==> src/rtl/core/ipdd_pkg.sv <==
package ipdd_pkg;

  localparam int unsigned KeyW      = 32;
  localparam int unsigned StatusW   = 2;
  localparam int unsigned BitsW     = 6;
  localparam int unsigned TimeW     = 16;
  localparam int unsigned CfgIdxW   = 2;

  localparam int unsigned MaxIntervalsDefault = 256;

  // Register indexes on the configuration channel.
  localparam logic [CfgIdxW-1:0] RegHeaderMin  = 2'd0;
  localparam logic [CfgIdxW-1:0] RegSkipMin    = 2'd1;
  localparam logic [CfgIdxW-1:0] RegBitSplit   = 2'd2;
  localparam logic [CfgIdxW-1:0] RegEndTimeout = 2'd3;

  // Reset values of the registers.
  localparam logic [TimeW-1:0] HeaderMinReset  = 16'd4000;
  localparam logic [TimeW-1:0] SkipMinReset    = 16'd500;
  localparam logic [TimeW-1:0] BitSplitReset   = 16'd940;
  localparam logic [TimeW-1:0] EndTimeoutReset = 16'd8000;

  // Frame status codes.
  localparam logic [StatusW-1:0] StatusOk       = 2'd0;
  localparam logic [StatusW-1:0] StatusNoHeader = 2'd1;
  localparam logic [StatusW-1:0] StatusSkipErr  = 2'd2;

  localparam logic [BitsW-1:0] MaxKeyBits = 6'd32;

  typedef struct packed {
    logic [KeyW-1:0]    decoded_key;
    logic [StatusW-1:0] frame_status;
    logic [BitsW-1:0]   bits_received;
  } ipdd_result_t;

endpackage

==> src/rtl/core/ipdd_if.sv <==
interface ipdd_in_if;
  logic valid;
  logic ready;
  logic pin_level;

  modport source (output valid, output pin_level, input ready);
  modport sink (input valid, input pin_level, output ready);
endinterface

interface ipdd_out_if;
  logic                         valid;
  logic                         ready;
  logic [ipdd_pkg::KeyW-1:0]    decoded_key;
  logic [ipdd_pkg::StatusW-1:0] frame_status;
  logic [ipdd_pkg::BitsW-1:0]   bits_received;

  modport source (output valid, output decoded_key, output frame_status,
                  output bits_received, input ready);
  modport sink (input valid, input decoded_key, input frame_status,
                input bits_received, output ready);
endinterface

interface ipdd_cfg_if;
  logic                         valid;
  logic                         ready;
  logic [ipdd_pkg::CfgIdxW-1:0] index;
  logic [ipdd_pkg::TimeW-1:0]   data;

  modport source (output valid, output index, output data, input ready);
  modport sink (input valid, input index, input data, output ready);
endinterface

==> src/rtl/core/ir_pulse_distance_decoder.sv <==
// Channel   Direction  Payload                                        Request taken when
// in_if     sink       pin_level                                      valid && ready
// out_if    source     decoded_key, frame_status, bits_received       valid && ready
// cfg_if    sink       index (0..3), data (16 bit)                    valid && ready
//
// One pin sample is taken per clock cycle while input ready is high; a sample is folded
// into the frame state in the cycle it is accepted, and a finished frame's result is
// stored in the output or skid register. One pass of short compare logic sets the rate.
// Reset loads the register defaults and leaves the decoder idle with no result pending.
// A two-entry output queue (output register plus skid register) lets input requests
// continue while a result waits; input ready drops only when both entries are full.
module ir_pulse_distance_decoder
  #(parameter int unsigned MaxIntervals = ipdd_pkg::MaxIntervalsDefault)
  (input  logic clk_i,
   input  logic rst_ni,
   ipdd_in_if.sink     in_if,
   ipdd_out_if.source  out_if,
   ipdd_cfg_if.sink    cfg_if);

  import ipdd_pkg::*;

  // The interval index counts up to MaxIntervals itself.
  localparam int unsigned IdxW = $clog2(MaxIntervals + 1);
  localparam logic [IdxW-1:0] IdxLast = IdxW'(MaxIntervals);

  // Configuration registers.
  logic [TimeW-1:0] header_min_q, skip_min_q, bit_split_q, end_timeout_q;

  // Frame state.
  logic             receiving_q, receiving_d;
  logic             exp_level_q, exp_level_d;
  logic [TimeW-1:0] ticks_q, ticks_d;
  logic [IdxW-1:0]  idx_q, idx_d;
  logic             header_q, header_d;
  logic             skip_err_q, skip_err_d;
  logic             skip_bad_q, skip_bad_d;
  logic [KeyW-1:0]  key_q, key_d;
  logic [BitsW-1:0] bits_q, bits_d;

  // Output queue.
  ipdd_result_t out_q, out_d, skid_q, skid_d, res;
  logic         out_valid_q, out_valid_d, skid_valid_q, skid_valid_d;

  logic in_fire, out_fire, res_valid, finish;
  logic [TimeW-1:0] d;
  logic [IdxW-1:0]  idx_inc;

  assign cfg_if.ready = 1'b1;
  assign in_if.ready  = !skid_valid_q;
  assign in_fire      = in_if.valid && in_if.ready;
  assign out_fire     = out_valid_q && out_if.ready;

  always_ff @(posedge clk_i or negedge rst_ni) begin
    if (!rst_ni) begin
      header_min_q  <= HeaderMinReset;
      skip_min_q    <= SkipMinReset;
      bit_split_q   <= BitSplitReset;
      end_timeout_q <= EndTimeoutReset;
    end else if (cfg_if.valid) begin
      unique case (cfg_if.index)
        RegHeaderMin:  header_min_q  <= cfg_if.data;
        RegSkipMin:    skip_min_q    <= cfg_if.data;
        RegBitSplit:   bit_split_q   <= cfg_if.data;
        RegEndTimeout: end_timeout_q <= cfg_if.data;
        default: ;
      endcase
    end
  end

  // Frame decoding for one accepted sample.
  always_comb begin
    receiving_d = receiving_q;
    exp_level_d = exp_level_q;
    ticks_d     = ticks_q;
    idx_d       = idx_q;
    header_d    = header_q;
    skip_err_d  = skip_err_q;
    skip_bad_d  = skip_bad_q;
    key_d       = key_q;
    bits_d      = bits_q;
    finish      = 1'b0;
    d           = ticks_q;
    idx_inc     = idx_q + IdxW'(1);

    if (!receiving_q) begin
      if (!in_if.pin_level) begin
        // First low sample opens a frame.
        receiving_d = 1'b1;
        exp_level_d = 1'b0;
        ticks_d     = TimeW'(1);
        idx_d       = '0;
        header_d    = 1'b0;
        skip_err_d  = 1'b0;
        skip_bad_d  = 1'b0;
        key_d       = '0;
        bits_d      = '0;
        finish      = (TimeW'(1) >= end_timeout_q);
      end
    end else if (in_if.pin_level == exp_level_q) begin
      if (ticks_q != {TimeW{1'b1}}) begin
        ticks_d = ticks_q + TimeW'(1);
      end
      finish = (ticks_d >= end_timeout_q);
    end else begin
      // Level changed: the interval just ended is classified by its position.
      if (idx_q == '0) begin
        header_d = (d > header_min_q);
      end else if (idx_q == IdxW'(1)) begin
        header_d = header_q && (d > header_min_q);
      end else if (!idx_q[0]) begin
        skip_bad_d = !(d > skip_min_q);
      end else if (header_q && !skip_err_q) begin
        if (skip_bad_q) begin
          skip_err_d = 1'b1;
        end else if (bits_q < MaxKeyBits) begin
          if (d > bit_split_q) begin
            key_d = key_q | (KeyW'(1) << bits_q[4:0]);
          end
          bits_d = bits_q + BitsW'(1);
        end
      end
      idx_d = idx_inc;
      if (idx_inc == IdxLast) begin
        finish = 1'b1;
      end else begin
        exp_level_d = in_if.pin_level;
        ticks_d     = TimeW'(1);
        finish      = (TimeW'(1) >= end_timeout_q);
      end
    end

    if (finish) begin
      receiving_d = 1'b0;
    end

    // Result built from the updated frame state.
    res.decoded_key   = '0;
    res.bits_received = '0;
    if ((idx_d < IdxW'(2)) || !header_d) begin
      res.frame_status = StatusNoHeader;
    end else if (skip_err_d) begin
      res.frame_status  = StatusSkipErr;
      res.bits_received = bits_d;
    end else begin
      res.frame_status  = StatusOk;
      res.decoded_key   = key_d;
      res.bits_received = bits_d;
    end
  end

  assign res_valid = in_fire && finish;

  always_ff @(posedge clk_i or negedge rst_ni) begin
    if (!rst_ni) begin
      receiving_q <= 1'b0;
      exp_level_q <= 1'b0;
      ticks_q     <= '0;
      idx_q       <= '0;
      header_q    <= 1'b0;
      skip_err_q  <= 1'b0;
      skip_bad_q  <= 1'b0;
      key_q       <= '0;
      bits_q      <= '0;
    end else if (in_fire) begin
      receiving_q <= receiving_d;
      exp_level_q <= exp_level_d;
      ticks_q     <= ticks_d;
      idx_q       <= idx_d;
      header_q    <= header_d;
      skip_err_q  <= skip_err_d;
      skip_bad_q  <= skip_bad_d;
      key_q       <= key_d;
      bits_q      <= bits_d;
    end
  end

  // Output register with a skid entry behind it.
  always_comb begin
    out_d        = out_q;
    skid_d       = skid_q;
    out_valid_d  = out_valid_q;
    skid_valid_d = skid_valid_q;
    if (out_fire) begin
      if (skid_valid_q) begin
        out_d        = skid_q;
        skid_valid_d = 1'b0;
      end else begin
        out_valid_d = 1'b0;
      end
    end
    if (res_valid) begin
      if (!out_valid_d) begin
        out_d       = res;
        out_valid_d = 1'b1;
      end else begin
        skid_d       = res;
        skid_valid_d = 1'b1;
      end
    end
  end

  always_ff @(posedge clk_i or negedge rst_ni) begin
    if (!rst_ni) begin
      out_valid_q  <= 1'b0;
      skid_valid_q <= 1'b0;
    end else begin
      out_valid_q  <= out_valid_d;
      skid_valid_q <= skid_valid_d;
    end
  end

  always_ff @(posedge clk_i) begin
    out_q  <= out_d;
    skid_q <= skid_d;
  end

  assign out_if.valid         = out_valid_q;
  assign out_if.decoded_key   = out_q.decoded_key;
  assign out_if.frame_status  = out_q.frame_status;
  assign out_if.bits_received = out_q.bits_received;

endmodule

==> src/flat_wrapper.sv <==
// flat-port wrapper written by rule: the top's interface ports become plain ports
module ir_pulse_distance_decoder_flat import ipdd_pkg::*;
#(parameter int unsigned MaxIntervals = ipdd_pkg::MaxIntervalsDefault)
  (clk_i, rst_ni, in_if_valid, in_if_pin_level, in_if_ready, out_if_valid, out_if_decoded_key, out_if_frame_status, out_if_bits_received, out_if_ready, cfg_if_valid, cfg_if_index, cfg_if_data, cfg_if_ready);
  ipdd_in_if in_if_i ();
  ipdd_out_if out_if_i ();
  ipdd_cfg_if cfg_if_i ();
  input  logic clk_i;
  input  logic rst_ni;
  input wire logic [$bits(in_if_i.valid)-1:0] in_if_valid;
  input wire logic [$bits(in_if_i.pin_level)-1:0] in_if_pin_level;
  output wire logic [$bits(in_if_i.ready)-1:0] in_if_ready;
  output wire logic [$bits(out_if_i.valid)-1:0] out_if_valid;
  output wire logic [$bits(out_if_i.decoded_key)-1:0] out_if_decoded_key;
  output wire logic [$bits(out_if_i.frame_status)-1:0] out_if_frame_status;
  output wire logic [$bits(out_if_i.bits_received)-1:0] out_if_bits_received;
  input wire logic [$bits(out_if_i.ready)-1:0] out_if_ready;
  input wire logic [$bits(cfg_if_i.valid)-1:0] cfg_if_valid;
  input wire logic [$bits(cfg_if_i.index)-1:0] cfg_if_index;
  input wire logic [$bits(cfg_if_i.data)-1:0] cfg_if_data;
  output wire logic [$bits(cfg_if_i.ready)-1:0] cfg_if_ready;
  assign in_if_i.valid = in_if_valid;
  assign in_if_i.pin_level = in_if_pin_level;
  assign in_if_ready = in_if_i.ready;
  assign out_if_valid = out_if_i.valid;
  assign out_if_decoded_key = out_if_i.decoded_key;
  assign out_if_frame_status = out_if_i.frame_status;
  assign out_if_bits_received = out_if_i.bits_received;
  assign out_if_i.ready = out_if_ready;
  assign cfg_if_i.valid = cfg_if_valid;
  assign cfg_if_i.index = cfg_if_index;
  assign cfg_if_i.data = cfg_if_data;
  assign cfg_if_ready = cfg_if_i.ready;
  ir_pulse_distance_decoder #(.MaxIntervals(MaxIntervals)) u_core (.clk_i(clk_i), .rst_ni(rst_ni), .in_if(in_if_i), .out_if(out_if_i), .cfg_if(cfg_if_i));
endmodule
==> config.mk <==
export PLATFORM = sky130hd
export DESIGN_NAME = ir_pulse_distance_decoder_flat
export DESIGN_NICKNAME = d
export VERILOG_FILES = /design/src/rtl/core/ipdd_pkg.sv /design/src/rtl/core/ipdd_if.sv /design/src/rtl/core/ir_pulse_distance_decoder.sv /design/src/flat_wrapper.sv
export SDC_FILE = /design/constraint.sdc
export NUM_CORES = 1
export LEC_CHECK = 0
export BUFFER_PORTS_ARGS = -buffer_cell sky130_fd_sc_hd__buf_2
export CORE_MARGIN = 1.5
export CORE_UTILIZATION = 45
export DETAILED_ROUTE_END_ITERATION = 8
export GPL_ROUTABILITY_DRIVEN = 0
export SYNTH_ARGS = -nofsm -noshare
export SYNTH_HDL_FRONTEND = slang
export SYNTH_SLANG_ARGS = --single-unit
export TNS_END_PERCENT = 30
==> constraint.sdc <==
create_clock -name clk_i -period 8.9 [get_ports clk_i]
set_input_delay 0.89 -clock clk_i [delete_from_list [all_inputs] [get_ports clk_i]]
set_output_delay 0.89 -clock clk_i [all_outputs]
set_load 0.05 [all_outputs]
==> results of run 1 <==
[final timing paths]
check	cells after the start	slack, ns	start	end
setup / recovery	13	4.34	u_core.d[3]	u_core.skid_q[16]
hold / removal	1	0.41	rst_ni	u_core.key_q[27]
setup reg to reg	13	4.34	u_core.d[3]	u_core.skid_q[16]
hold reg to reg	2	0.48	u_core.key_q[21]	u_core.key_q[21]
max in group asynchronous	2	7.23	rst_ni	u_core.idx_q[3]
min in group clk_i	2	0.48	u_core.key_q[21]	u_core.key_q[21]
[cells by family after synthesis]
kind of cell,count (synthesis),share of synthesized area
compound gates,235,0.133
xor+xnor,11,0.00804
simple gates,350,0.158
fa+ha+maj,75,0.0784
mux,135,0.126
buf+inv,137,0.0474
other cells,1,0.000313
flops,214,0.450
[per-layer routing]
| layer | vias to the layer above | part of all wire |
|---|---|---|
| met5 | - | 0 |
| met4 | 0 | 0.033 |
| met3 | 47 | 0.033 |
| met2 | 159 | 0.50 |
| met1 | 4222 | 0.44 |
| li1 | 4266 | - |
[sequential cells by signal (all words and copies together), names as in the netlist, 2 cells and up]
name and cells:
u_core.d 16, u_core.bits_q 6, u_core.idx_q 9, u_core.key_q 32, u_core.end_timeout_q 16, u_core.out_if.frame_status 2
u_core.bit_split_q 16, u_core.header_min_q 16, u_core.skip_min_q 16, u_core.out_if.decoded_key 32, u_core.out_if.bits_received 6, u_core.skid_q 40
[area by class of cell]
| cell class | count | area, µm² | share of cell area |
|---|---|---|---|
| clock buffers | 33 | 706 | 0.0526 |
| clock inverters | 13 | 179 | 0.0133 |
| inverters | 78 | 293 | 0.0218 |
| multi-input cells | 807 | 6050 | 0.451 |
| flip-flops and latches | 214 | 5390 | 0.401 |
| well taps | 335 | 419 | 0.0312 |
| repair buffers | 73 | 392 | 0.0292 |
[cells in the final DEF (no fill, tap or decap), drive strengths merged, types with 12 or more instances in the layout]
cell	instances
dfstp	24
a21oi	29
nand4	15
mux2i	12
clkbuf	33
and3	49
ha	75
a21o	13
nor3	12
dfxtp	40
a22o	22
nand3	26
dfrtp	110
nand2	148
and2	12
nor4	12
edfxtp	40
inv	80
o31ai	40
o21ai	83
mux2	123
buf	73
nor2	36
[stage by stage]
stage                     power (µW)  cells  setup WS [ns]
after floorplan                 2250   1158           3.83
after global placement          2540   1507           4.48
after detailed placement        2550   1507           4.42
after CTS                       3660   1553           4.38
after global routing            3840   1553           3.96
final                           3620   1553           4.34
[where the power goes]
part,internal (µW),leakage (µW),switching [µW]
sequential,1160,0.00243,132
clock,675,0.000439,417
combinational,415,0.00331,822
==> flow_summary_export.csv, run 1 <==
group,metric,value,unit
grt,antenna_found_initial,0,
grt,grt_util_met1,0.272,
synthesis,synth_area_leaders,"dfrtp_1 (23%), mux2_2 (11%), edfxtp_1 (10%), ha_1 (7.8%), dfxtp_1 (6.7%)",
synthesis,ys_types,68,
worst_setup_path,crit_fanout,40,
clock_tree,clock-sinks,214,
timing,tightest_slew,1.18,ns
outcome,status,"completed",
worst_setup_path,crit_path_end_kind,"register",
synthesis,avgSynthCellArea,10.3,µm²
die,pin_count,67,
route,ant_nets,0,
worst_setup_path,path_cells,"and4_1, and4_1, nand4_1, xnor2_1, ha_1, nand2b_1, a211oi_1, o21ai_0, a221oi_1, o41ai_1, nand3_1, nor2_4, buf_4",
synthesis,ys_seq_area_frac,0.450,
layout,antennaDiodeCount,0,
route,drt_iter0_markers,507,
layout,final_nets,1298,
clock_tree,cts_root_buffer,"clkbuf_16",
route,first_pass_iters,5,
worst_setup_path,cp-start-kind,"register",
clock_tree,cts_max_path_buffers,3,
layout,area_growth,12.1,%
clock_tree,clkTransAtPathRegs,0.06,ns
place,place_area,12500,µm²
clock_tree,insertion_delay,0.53,ns
pwr,p_leak,0.00618,µW
synthesis,synth_nets,1257,
clock_tree,cts_hold_buf,0,
synthesis,synthCells,1158,
grt,grt_util_met3,0.0276,
synthesis,yosysTopAreaCellShare,0.230,
route,wl_per_cell,18.3,µm
layout,fill_cells,2410,
grt,grt_pass1_wl,47100,µm
route,via_per_inst,5.60,
timing,finalSetupViolCount,0,
layout,finalInstanceArea,13400,µm²
route,totalWireLength,28500,µm
timing,tns,0,ns
layout,drive_above_1_share,0.252,
grt,grt-busiest-layer,"met2",
synthesis,synth_seq_cells,214,
min_path,hold_class,"input port to asynchronous set/reset pin",
route,drc,0,
timing,clock_skew,0.0111,ns
place,hpwl,19900,µm
worst_setup_path,critPathRequiredTime,9.06,ns
grt,track_usage,0.211,
layout,final_util,0.515,
pwr,cellPowerDensity,270,nW/µm²
timing,whs,0.414,ns
worst_setup_path,worstSetupPathType,"register to register",
clock_tree,cts_buffers,25,
synthesis,async_flop_share,0.626,
place,numPortBuffers,65,
run,max-cap-violations,0,
worst_setup_path,slowest_delay,0.68,ns
timing,hold_viol,0,
grt,grt_pass1_vias,8671,
worst_setup_path,worst-path-buf-inv,1,
synthesis,synth_edf_count,40,
worst_setup_path,cp_slowest_cell,"o41ai_1",
timing,max_freq,219,MHz
grt,gr-usage-met2,0.360,
grt,grt_max_degree,85,
synthesis,synth_common_cells,"nand2_1 (148), mux2_2 (122), dfrtp_1 (110), o21ai_0 (81), inv_1 (78)",
route,vias,8694,
die,core,26100,µm²
worst_setup_path,path_common_cell,"and4_1",
worst_setup_path,worstPathArrival,4.72,ns
grt,grt_overflow_total,0,
timing,rsz0062_at_grt,"false",
worst_setup_path,cp_top_family,"simple AND/OR/NAND/NOR gates",
synthesis,synthFlopType,"dfrtp_1",
timing,slew_headroom,0.216,
synthesis,ys_warn_count,0,
synthesis,yosysMostFrequentCell,"nand2_1",
clock_tree,cts_max_level,1,
clock_tree,cts.repair.resized,0,
die,die_h,166,µm
pwr,vdd_drop_max,194,µV
clock_tree,cts_tree,"built",
timing,fin_crit_sh,0.513,
synthesis,synth_area,12000,µm²
die,initial_core_util,0.460,
die,die_area,27600,µm²
timing,post-route-min-period,4.56,ns
clock_tree,post_cts_buffers,0,
die,row_count,59,
synthesis,yosysTopAreaCell,"dfrtp_1",
die,die_w,166,µm
timing,final_max_slew_viol_count,0,
Note: power is estimated with default switching activity, not from simulation.
==> inputs of run 2 (changes only) <==
- clock period: 8.9 -> 4.4 ns (I/O delays scaled with it)
==> run 2 against run 1 <==
Compared with the run above: global-route usage is 0.11 points lower; register-to-register slack worse by 4.1 ns; critical path type unchanged; die area is the same; critical path depth unchanged; worst setup slack worse by 4.1 ns; power up 98%; sequential cell count unchanged; worst hold slack worse by 0.37 ns.
==> flow_summary_export.csv, run 2 (same netlist as run 1, synthesis figures left out) <==
group,metric,value,unit
layout,multi_input_area,6060,µm²
worst_setup_path,timing.rr.end,"u_core.skid_q[20]",
route,vias,8772,
timing,finalSetupViolCount,0,
grt,grt_overflow_total,0,
pwr,vdd_drop_max,396,µV
worst_setup_path,path_common_cell,"and4_1",
timing,max_freq,243,MHz
layout,final_nets,1306,
place,place_area,12600,µm²
clock_tree,cts_tree,"built",
layout,finalInstanceArea,13400,µm²
die,die_area,27600,µm²
timing,final_max_slew_viol_count,0,
grt,track_usage,0.209,
layout,fill_cells,2424,
route,totalWireLength,28700,µm
run,max-cap-violations,0,
die,die_h,166,µm
clock_tree,cts_max_path_buffers,3,
clock_tree,cts_buffers,25,
layout,area_growth,12.2,%
pwr,p_leak,0.00618,µW
worst_setup_path,r2r_start,"u_core.d[4]",
die,die_w,166,µm
layout,largest_register,"u_core.skid_q",
timing,fin_crit_sh,0.937,
die,row_count,59,
worst_setup_path,critPathRequiredTime,4.62,ns
worst_setup_path,worstSetupPathType,"register to register",
worst_setup_path,cp_slowest_cell,"o41ai_2",
worst_setup_path,r2r_setup_slack,0.28,ns
worst_setup_path,path_cells,"and4_1, and4_1, nand4_1, xnor2_1, ha_1, nand2b_1, a211oi_1, o21ai_0, a221oi_2, o41ai_2, nand3_1, nor2_4, buf_12",
layout,drive_above_1_share,0.255,
route,drt_iter0_markers,478,
pwr,cellPowerDensity,534,nW/µm²
worst_setup_path,worstPathArrival,4.34,ns
layout,final_common_cell,"nand2_1",
min_path,hold_class,"input port to asynchronous set/reset pin",
layout,layout_common_cells,"nand2_1 (148), mux2_2 (122), dfrtp_1 (110)",
route,ant_nets,0,
outcome,status,"completed",
place,numPortBuffers,65,
die,core,26100,µm²
timing,tns,0,ns
layout,largest_reg_flops,40,
place,hpwl,20300,µm
clock_tree,clock-sinks,214,
clock_tree,clkTransAtPathRegs,0.06,ns
route,wl_per_cell,18.4,µm
route,first_pass_iters,5,
die,pin_count,67,
layout,antennaDiodeCount,0,
worst_setup_path,cp_top_family,"simple AND/OR/NAND/NOR gates",
grt,grt_pass1_vias,8653,
route,drc,0,
grt,grt_pass1_wl,46900,µm
timing,tightest_slew,1.21,ns
clock_tree,cts_max_level,1,
grt,grt_max_degree,101,
timing,hold_viol,0,
clock_tree,cts_root_buffer,"clkbuf_16",
layout,ff_latch_area,5390,µm²
worst_setup_path,slowest_delay,0.51,ns
die,initial_core_util,0.460,
grt,antenna_found_initial,0,
timing,clock_skew,0.0116,ns
worst_setup_path,cp-start-kind,"register",
worst_setup_path,crit_fanout,40,
route,via_per_inst,5.62,
worst_setup_path,reg2reg_depth,13,
timing,slew_headroom,0.191,
worst_setup_path,worst-path-buf-inv,1,
timing,post-route-min-period,4.12,ns
timing,whs,0.0407,ns
clock_tree,insertion_delay,0.53,ns
clock_tree,cts_hold_buf,0,
worst_setup_path,crit_path_end_kind,"register",
==> run 2: routing by layer <==
metal,GRT usage,up-vias,routed length [µm]
met5,0,-,0
met2,0.373,167,14500
met1,0.273,4297,12700
met4,0.0490,0,561
li1,-,4273,-
met3,0.0226,35,900
==> run 2: stage by stage <==
step | util | power (µW) | worst slack [ns] | cells
2_1_floorplan | - | 4560 | 0.386 | 1158
3_3_place_gp | 0.484 | 5160 | 0.306 | 1515
3_5_place_dp | 0.484 | 5210 | 0.172 | 1515
4_1_cts | 0.515 | 7240 | 0.172 | 1561
5_1_grt | 0.516 | 7590 | -0.0572 | 1561
6_report | 0.516 | 7170 | 0.277 | 1561
==> run 2: worst max path at each step <==
stage,from,end,slack (ns),cells past startpoint
final,u_core.d[4],u_core.skid_q[20],0.28,13
after floorplan,u_core.d[1],u_core.skid_q[0],0.39,14
after global routing,u_core.d[4],u_core.skid_q[20],-0.06,13
after CTS,u_core.d[4],u_core.skid_q[18],0.17,13
after global placement,u_core.d[4],u_core.skid_q[21],0.31,13
after detailed placement,u_core.d[4],u_core.skid_q[30],0.17,13
==> run 2: final cells by class <==
| cell class | instances | area share |
|---|---|---|
| Clock buffer | 33 | 0.0510 |
| Timing Repair Buffer | 81 | 0.0355 |
| Inverter | 78 | 0.0218 |
| Tap cell | 335 | 0.0312 |
| Sequential cell | 214 | 0.401 |
| Clock inverter | 13 | 0.00847 |
| Multi-Input combinational cell | 807 | 0.451 |
==> run 2: worst reg2reg max path: stages, from the launching register on <==
cell      delay (ns)
dfrtp_1         0.49
and4_1          0.28
and4_1          0.31
nand4_1         0.43
xnor2_1         0.29
ha_1            0.28
nand2b_1        0.10
a211oi_1        0.07
o21ai_0         0.23
a221oi_2        0.11
o41ai_2         0.51
nand3_1         0.25
nor2_4          0.16
buf_12          0.26
==> run 2: report_power, final <==
group | internal, µW | leakage (µW) | total (µW) | switching, µW
sequential | 2350 | 0.00243 | 2610 | 265
clock | 1160 | 0.000388 | 2010 | 845
combinational | 874 | 0.00336 | 2550 | 1680
total | 4390 | 0.00618 | 7170 | 2790
==> run 2: what timing repair did <==
item	4_1_cts	5_1_grt
endpoints found under the hold margin	0	0
setup buffers	0	0
gates resized for setup	0	2
endpoints found under the setup margin	0	77
